==> src/tdg_pkg.sv <==
`default_nettype none
package tdg_pkg;

    localparam int CAPACITY = 16;
    localparam int IDX_W = (CAPACITY > 2) ? $clog2(CAPACITY) : 1;
    localparam int CNT_W = $clog2(CAPACITY + 1);
    localparam int COUNT_W = 5;

    localparam int IN_TDATA_W = 72;
    localparam int IN_TUSER_W = 2;
    localparam int OUT_TDATA_W = 40;
    localparam int OUT_TUSER_W = 3;

    localparam logic [47:0] WMAX = 48'hFFFF_FFFF_FFFF;
    localparam logic [30:0] DELTA_RESET = 31'd3277;

    localparam logic [1:0] OP_ADD = 2'd0;
    localparam logic [1:0] OP_QUERY = 2'd1;
    localparam logic [1:0] OP_COMPRESS = 2'd2;

    localparam logic [1:0] MODE_NONE = 2'd0;
    localparam logic [1:0] MODE_STANDARD = 2'd1;
    localparam logic [1:0] MODE_AGGRESSIVE = 2'd2;

    localparam logic REG_MERGE_DELTA = 1'b0;
    localparam logic REG_COMPRESSION_MODE = 1'b1;

    localparam logic [2:0] ST_ADDED = 3'd0;
    localparam logic [2:0] ST_DROPPED = 3'd1;
    localparam logic [2:0] ST_ANSWERED = 3'd2;
    localparam logic [2:0] ST_EMPTY = 3'd3;
    localparam logic [2:0] ST_COMPRESSED = 3'd4;

    typedef enum logic [3:0] {
        S_IDLE,
        S_DISPATCH,
        S_GAP,
        S_GAP_PICK,
        S_RUN_INIT,
        S_RUN_READ,
        S_RUN_DECIDE,
        S_RUN_DIV,
        S_RUN_FINAL,
        S_ADD_CHECK,
        S_INS_SCAN,
        S_INS_SHIFT,
        S_Q_INIT,
        S_Q_SCAN,
        S_DONE
    } state_t;

    typedef struct packed {
        logic       load_in;
        logic       set_std;
        logic       gap_init;
        logic       gap_step;
        logic       gap_pick;
        logic       run_init;
        logic       run_read;
        logic       run_keep;
        logic       div_start;
        logic       div_finish;
        logic       run_final;
        logic       ins_init;
        logic       ins_step;
        logic       shift_init;
        logic       shift_step;
        logic       ins_write;
        logic       q_init;
        logic       q_step;
        logic       q_hit;
        logic       set_status;
        logic [2:0] status;
        logic       emit;
    } cmd_t;

    typedef struct packed {
        logic [1:0] op;
        logic [1:0] mode;
        logic       held_ge_cap;
        logic       held_lt2;
        logic       held_zero;
        logic       at_last;
        logic       join_ok;
        logic       div_done;
        logic       scan_go;
        logic       shift_more;
        logic       q_stop;
        logic       out_free;
    } sts_t;

endpackage
`default_nettype wire

==> src/tdg_ctrl.sv <==
`default_nettype none
module tdg_ctrl
    import tdg_pkg::*;
(
    input  wire logic clk,
    input  wire logic rst_n,
    input  wire logic in_valid,
    output logic      in_ready,
    input  sts_t      sts,
    output cmd_t      cmd
);

    state_t state_reg;
    state_t state_next;

    always_ff @(posedge clk or negedge rst_n)
    begin
        if (!rst_n)
        begin
            state_reg <= S_IDLE;
        end
        else
        begin
            state_reg <= state_next;
        end
    end

    always_comb
    begin
        state_next = state_reg;
        case (state_reg)
            S_IDLE:
            begin
                if (in_valid)
                begin
                    state_next = S_DISPATCH;
                end
            end
            S_DISPATCH:
            begin
                case (sts.op)
                    OP_ADD:
                    begin
                        if (sts.held_ge_cap && sts.mode == MODE_STANDARD)
                        begin
                            state_next = S_RUN_INIT;
                        end
                        else if (sts.held_ge_cap && sts.mode == MODE_AGGRESSIVE)
                        begin
                            state_next = S_GAP;
                        end
                        else
                        begin
                            state_next = S_ADD_CHECK;
                        end
                    end
                    OP_QUERY:
                    begin
                        state_next = sts.held_zero ? S_DONE : S_Q_INIT;
                    end
                    OP_COMPRESS:
                    begin
                        state_next = S_RUN_INIT;
                    end
                    default:
                    begin
                        state_next = S_DONE;
                    end
                endcase
            end
            S_GAP:
            begin
                if (sts.at_last)
                begin
                    state_next = S_GAP_PICK;
                end
            end
            S_GAP_PICK:
            begin
                state_next = S_RUN_INIT;
            end
            S_RUN_INIT:
            begin
                if (sts.held_lt2)
                begin
                    state_next = (sts.op == OP_ADD) ? S_ADD_CHECK : S_DONE;
                end
                else
                begin
                    state_next = S_RUN_READ;
                end
            end
            S_RUN_READ:
            begin
                state_next = S_RUN_DECIDE;
            end
            S_RUN_DECIDE:
            begin
                if (sts.join_ok)
                begin
                    state_next = S_RUN_DIV;
                end
                else
                begin
                    state_next = sts.at_last ? S_RUN_FINAL : S_RUN_READ;
                end
            end
            S_RUN_DIV:
            begin
                if (sts.div_done)
                begin
                    state_next = sts.at_last ? S_RUN_FINAL : S_RUN_READ;
                end
            end
            S_RUN_FINAL:
            begin
                state_next = (sts.op == OP_ADD) ? S_ADD_CHECK : S_DONE;
            end
            S_ADD_CHECK:
            begin
                state_next = sts.held_ge_cap ? S_DONE : S_INS_SCAN;
            end
            S_INS_SCAN:
            begin
                if (!sts.scan_go)
                begin
                    state_next = S_INS_SHIFT;
                end
            end
            S_INS_SHIFT:
            begin
                if (!sts.shift_more)
                begin
                    state_next = S_DONE;
                end
            end
            S_Q_INIT:
            begin
                state_next = S_Q_SCAN;
            end
            S_Q_SCAN:
            begin
                if (sts.q_stop)
                begin
                    state_next = S_DONE;
                end
            end
            S_DONE:
            begin
                if (sts.out_free)
                begin
                    state_next = S_IDLE;
                end
            end
            default:
            begin
                state_next = S_IDLE;
            end
        endcase
    end

    always_comb
    begin
        cmd = '0;
        in_ready = 1'b0;
        case (state_reg)
            S_IDLE:
            begin
                in_ready = 1'b1;
                cmd.load_in = in_valid;
            end
            S_DISPATCH:
            begin
                case (sts.op)
                    OP_ADD:
                    begin
                        if (sts.held_ge_cap && sts.mode == MODE_STANDARD)
                        begin
                            cmd.set_std = 1'b1;
                        end
                        else if (sts.held_ge_cap && sts.mode == MODE_AGGRESSIVE)
                        begin
                            cmd.gap_init = 1'b1;
                        end
                    end
                    OP_QUERY:
                    begin
                        if (sts.held_zero)
                        begin
                            cmd.set_status = 1'b1;
                            cmd.status = ST_EMPTY;
                        end
                    end
                    OP_COMPRESS:
                    begin
                        cmd.set_std = 1'b1;
                    end
                    default:
                    begin
                        cmd.set_status = 1'b1;
                        cmd.status = ST_DROPPED;
                    end
                endcase
            end
            S_GAP:
            begin
                cmd.gap_step = 1'b1;
            end
            S_GAP_PICK:
            begin
                cmd.gap_pick = 1'b1;
            end
            S_RUN_INIT:
            begin
                if (sts.held_lt2)
                begin
                    cmd.set_status = 1'b1;
                    cmd.status = ST_COMPRESSED;
                end
                else
                begin
                    cmd.run_init = 1'b1;
                end
            end
            S_RUN_READ:
            begin
                cmd.run_read = 1'b1;
            end
            S_RUN_DECIDE:
            begin
                if (sts.join_ok)
                begin
                    cmd.div_start = 1'b1;
                end
                else
                begin
                    cmd.run_keep = 1'b1;
                end
            end
            S_RUN_DIV:
            begin
                cmd.div_finish = sts.div_done;
            end
            S_RUN_FINAL:
            begin
                cmd.run_final = 1'b1;
                cmd.set_status = 1'b1;
                cmd.status = ST_COMPRESSED;
            end
            S_ADD_CHECK:
            begin
                if (sts.held_ge_cap)
                begin
                    cmd.set_status = 1'b1;
                    cmd.status = ST_DROPPED;
                end
                else
                begin
                    cmd.ins_init = 1'b1;
                end
            end
            S_INS_SCAN:
            begin
                if (sts.scan_go)
                begin
                    cmd.ins_step = 1'b1;
                end
                else
                begin
                    cmd.shift_init = 1'b1;
                end
            end
            S_INS_SHIFT:
            begin
                if (sts.shift_more)
                begin
                    cmd.shift_step = 1'b1;
                end
                else
                begin
                    cmd.ins_write = 1'b1;
                    cmd.set_status = 1'b1;
                    cmd.status = ST_ADDED;
                end
            end
            S_Q_INIT:
            begin
                cmd.q_init = 1'b1;
            end
            S_Q_SCAN:
            begin
                if (sts.q_stop)
                begin
                    cmd.q_hit = 1'b1;
                    cmd.set_status = 1'b1;
                    cmd.status = ST_ANSWERED;
                end
                else
                begin
                    cmd.q_step = 1'b1;
                end
            end
            S_DONE:
            begin
                cmd.emit = sts.out_free;
            end
            default:
            begin
                cmd = '0;
            end
        endcase
    end

endmodule
`default_nettype wire

==> config.mk <==
export PLATFORM = sky130hd
export DESIGN_NAME = tdg_ctrl
export DESIGN_NICKNAME = d
export VERILOG_FILES = /design/src/tdg_pkg.sv /design/src/tdg_ctrl.sv
export SDC_FILE = /design/constraint.sdc
export NUM_CORES = 1
export LEC_CHECK = 0
export ABC_CLOCK_PERIOD_IN_PS = 2500
export BUFFER_PORTS_ARGS = -buffer_cell sky130_fd_sc_hd__buf_4
export CAP_MARGIN = 20
export CORE_UTILIZATION = 40
export CTS_CLUSTER_DIAMETER = 80
export CTS_CLUSTER_SIZE = 8
export DETAILED_ROUTE_END_ITERATION = 16
export GPL_TIMING_DRIVEN = 0
export PLACE_DENSITY = 0.78
export SLEW_MARGIN = 20
export SYNTH_ARGS = -nofsm -noshare
export SYNTH_HDL_FRONTEND = slang
export SYNTH_SLANG_ARGS = --single-unit
==> constraint.sdc <==
create_clock -name clk -period 2.5 [get_ports clk]
set_input_delay 0.25 -clock clk [delete_from_list [all_inputs] [get_ports clk]]
set_output_delay 0.25 -clock clk [all_outputs]
set_load 0.02 [all_outputs]
# ---- After elaboration in Yosys (flattened, before gate mapping)
# Cells that the tools add are included.
dict set report totals {
  regBits 4
  latchBits 0
  ramBits 0
  romBits 0
  input_bits 17
  out_inout_bits 25
  elab_cells 86
  n_memories 0
}
dict set report classes {
  n_addsub 0
  n_mul 0
  n_div 0
  n_lt_le_gt_ge 0
  eq_ne 25
  n_shift 0
  n_mux 54
  n_bitwise 0
  n_reduce_logical 6
}
# op count
set op_table {}
lappend op_table {{$mux W4} 16}
lappend op_table {{$pmux W4 S15} 1}
lappend op_table {{$eq A4 B4 Y1 const B} 7}
lappend op_table {{$mux W1} 24}
lappend op_table {{$pmux W4 S6} 1}
lappend op_table {{$eq A4 B3 Y1 const B} 4}
lappend op_table {{$ne A2 B2 Y1 const B} 7}
lappend op_table {{$mux W2} 6}
lappend op_table {{$pmux W4 S3} 1}
lappend op_table {{$eq A4 B2 Y1 const B} 2}
lappend op_table {{$pmux W4 S2} 1}
lappend op_table {{$reduce_and A7 Y1} 1}
lappend op_table {{$mux W3} 2}
lappend op_table {{$mux W5} 1}
lappend op_table {{$eq A2 B1 Y1 const B} 2}
lappend op_table {{$eq A2 B2 Y1 const B} 2}
lappend op_table {{$eq A4 B1 Y1 const B} 1}
lappend op_table {{$logic_not A4 Y1} 1}
lappend op_table {{$logic_and A1 B1 Y1} 2}
lappend op_table {{$logic_not A2 Y1} 1}
lappend op_table {{$pmux W1 S2} 1}
lappend op_table {{$reduce_or A2 Y1} 1}

# ---- Logic depth before layout (Yosys ltp)
dict set report logic_depth {
  ltp_word 6
  mapped_depth 8
}

# ---- Least setup slack after synthesis
# OpenSTA, ideal clock, no wires.
dict set report synth_path {
  path_type {input to output}
  start {input port sts[12] (netlist bit)}
  end {output port cmd[4] (netlist bit)}
  arrival_ns 2.366
  t_required_ns 2.250
  path_slack_ns -0.116
  stages 7
  path_cell_list {inv_1 -> ha_1 -> buf_6 -> nor3_1 -> a211oi_1 -> a2111oi_0 -> or4_1}
}
# item line_no
set synth_rtl {}
lappend synth_rtl {{from (decl)} tdg_ctrl.sv:9} ;# input sts_t sts,
lappend synth_rtl {{to (decl)} tdg_ctrl.sv:10} ;# output cmd_t cmd

==> reports/qor.txt <==
run status - finished, final reports clean
unrepaired setup endpoints after global routing - no
dpl ws - 0.405 ns
Worst Setup Slack, final - 0.158 ns
clock group share of total power - 5.9%
H-tree level count - 1
period utilization - 93.7%
number of post-CTS setup repair buffers - 0
standard cell core area - 2020 um2
share of synthesized area occupied by flip-flops and latches - 11.3%
Worst path most repeated cell - clkbuf_1
Die Y - 49.1 um
most used standard cell by instance count after synthesis - nor3_1
TritonCTS clock tree - done
element type at the critical path start - flop
cts bufs inserted - 3
Sum Neg Setup Slack - 0 ns
final routed wirelength across all metal layers - 2720 um
Post-DP HPWL - 2160 um
slew at the pin with the worst max-slew slack - 0.443 ns
Die W - 49.1 um
largest vdd supply drop - 0.652 mV
Rows - 16
initial drt markers - 50
total number of vias - 1130
Final Hold Fails - 0
worst slew margin relative to its limit - 70.4%
data arrival at the endpoint of the critical path - 2.09 ns
time the worst path needs with I/O delays and setup - 2.34 ns
number of buffers added on ports - 41
number of buffers on the longest clock path - 2
most used flip-flop cell after synthesis - dfrtp_1
synth warn - 0
Sw Share - 53.2%
FF-to-FF setup slack - 0.59 ns
first-pass GRT wire length - 4590 um
area grow syn2layout - 42.4%
cell family with most CP delay - buffers and inverters
cell-by-cell trace of the critical path - buf_2 > clkbuf_1 > clkbuf_1 > or3_1 > nor3_1 > buf_4
sink count of the clock tree - 4
buffers and inverters on the worst path - 4
Crit-path slowest cell - or3_1
highest clock frequency the design can meet - 0.427 GHz
cell types with the largest area share after synthesis - dfrtp_1 (11%), nor3_1 (8.5%), ha_1 (5.6%)
vias per cell - 5.68
endpoint required time on the critical path - 2.25 ns
final-report setup violation count - 0
Max-cap violations - 0
Commonest cells post-synth - nor3_1 (15), nor2_1 (13), nand2_1 (10)
Leak Pwr - 0.000576 uW
HP Class - input pin to async pin
Reg-to-Reg End - state_reg[1]
number of unique standard cell types used by synthesis - 48
Crit path largest cell delay - 0.47 ns
sequential power share - 9.2%
share of flip-flops with an asynchronous set or reset - 100%
final weighted congestion of routability-driven global placement - 0.854
final antenna diode count - 0
Inst Count DP - 195
CP max FO - 10
clock input transition at the sequential cells of the worst setup and hold paths - 0.04 ns
worst-skew pair later-pin latency - 0.23 ns
post-synth design cell area - 886 um2
final-report max-slew violation count - 0
residual DRC count - 0
cell type with the highest aggregate area in the netlist - dfrtp_1
syn nets - 148
switching pwr - 697 uW
flops & latches, synth - 4
total internal power - 613 uW
FF-to-FF path depth - 6
vias in the first global route - 1010
hold_ws - 0.390 ns
Wirelength per Cell - 13.7 um
Comb power frac - 84.9%
CTS resizes - 0
total global routing overflow - 0
Cells after Synth - 127
synthesized area per cell - 6.98 um2
total routing usage reported by global routing - 23.8%
Fin Clk Skew - 0.00248 ns
number of flip-flops under the largest register name - 4
total I/O pin count - 42
number of standard cells in the final layout excluding fillers - 199
remaining antenna violation count after routing - 0
cell depth of the worst setup path - 6
last element of the critical path - cmd[21]
hold buffer count at cts - 1
ratio of cells with drive above 1 in the final layout - 32.6%
number of antenna violations at the first check in global routing - 0
number of enable flip-flop cells after synthesis - 0
Critical Path End Type - primary output
maximum number of pins on one net before global-route repair - 11
root buffer selected by CTS - clkbuf_4
share of the synthesized area in the top cell type - 11.3%
Reg2Reg Launch Point - state_reg[2]
power per standard cell area - 1040 nW/um2
number of nets in the layout - 195
die area - 2410 um2
WS Path Type - flop to primary output
Critical path origin - state_reg[2]
Starting Density - 43.8%
Initial DRT Pass Iterations - 4
layout make-up:
| cell class | instances | area, um2 |
|---|---|---|
| Clock buffer | 3 | 22.5 |
| Sequential cell | 4 | 100 |
| Buffer | 11 | 60.1 |
| Timing Repair Buffer | 42 | 318 |
| Tap cell | 27 | 33.8 |
| Fill cell | 183 | 761 |
| Multi-Input combinational cell | 105 | 701 |
| Inverter | 7 | 26.3 |
power by group through the flow:
| stage | combinational (uW) | clock (uW) | sequential, uW |
|---|---|---|---|
| floorplan | 803 | 0 | 114 |
| global placement | 1080 | 0 | 120 |
| detailed placement | 1100 | 0 | 120 |
| CTS | 1100 | 78.3 | 119 |
| global route | 1210 | 85.7 | 123 |
| finish | 1110 | 76.8 | 121 |
worst min path at each step:
stage | start | to | cells after the start
after floorplan | rst_n | state_reg[0] | 0
after global placement | rst_n | state_reg[3] | 1
after detailed placement | rst_n | state_reg[1] | 1
after CTS | rst_n | state_reg[0] | 2
after global routing | rst_n | state_reg[0] | 2
final | rst_n | state_reg[0] | 2
layer usage:
metal / global-route usage, % / wire, um
met5: 0 / 0
met4: 2.45 / 18
met3: 4.36 / 252
met2: 41.6 / 1310
met1: 30.9 / 1140
cells in the final DEF, fill, tap and decap left out, types with 2 or more instances in the layout:
| master | synthesis | routed |
|---|---|---|
| a21oi_1 | 5 | 5 |
| o21ai_0 | 5 | 5 |
| and3_1 | 2 | 2 |
| nor3_1 | 15 | 15 |
| nor2b_1 | 4 | 4 |
| nor2_1 | 13 | 13 |
| dfrtp_1 | 4 | 4 |
| nand2b_1 | 7 | 7 |
| o221ai_1 | 3 | 3 |
| buf_2 | 3 | 3 |
| a211oi_1 | 2 | 2 |
| nand3b_1 | 2 | 2 |
| mux2_1 | 2 | 2 |
| buf_4 | 2 | 43 |
| ha_1 | 4 | 4 |
| clkbuf_4 | 0 | 3 |
| inv_1 | 6 | 6 |
| clkbuf_1 | 4 | 4 |
| nand2_1 | 10 | 10 |
| nand3_1 | 3 | 3 |
| and2_1 | 2 | 2 |
| or3_1 | 2 | 2 |
per-stage QoR:
| step | utilization, % | total power, uW | cell area [um2] |
|---|---|---|---|
| 6_report | 62.4 | 1310 | 1260 |
| 5_1_grt | 62.4 | 1420 | 1260 |
| 4_1_cts | 62.4 | 1300 | 1260 |
| 3_5_place_dp | 60.8 | 1220 | 1230 |
| 3_3_place_gp | 60.8 | 1200 | 1230 |
| 2_1_floorplan | - | 917 | 887 |
cells by family (layout without fill, tap and decap cells):
kind of cell	after synthesis	count (layout)	share of synthesized area, %
adders and majority gates	4	4	5.65
xor gates and xnor gates	1	1	0.989
buffers and inverters	18	63	9.74
DFF	4	4	11.3
muxes	4	4	5.37
and+or+nand+nor	69	69	44.6
AOI/OAI and AO/OA	27	27	22.3
Note: power is estimated with default switching activity, not from simulation.
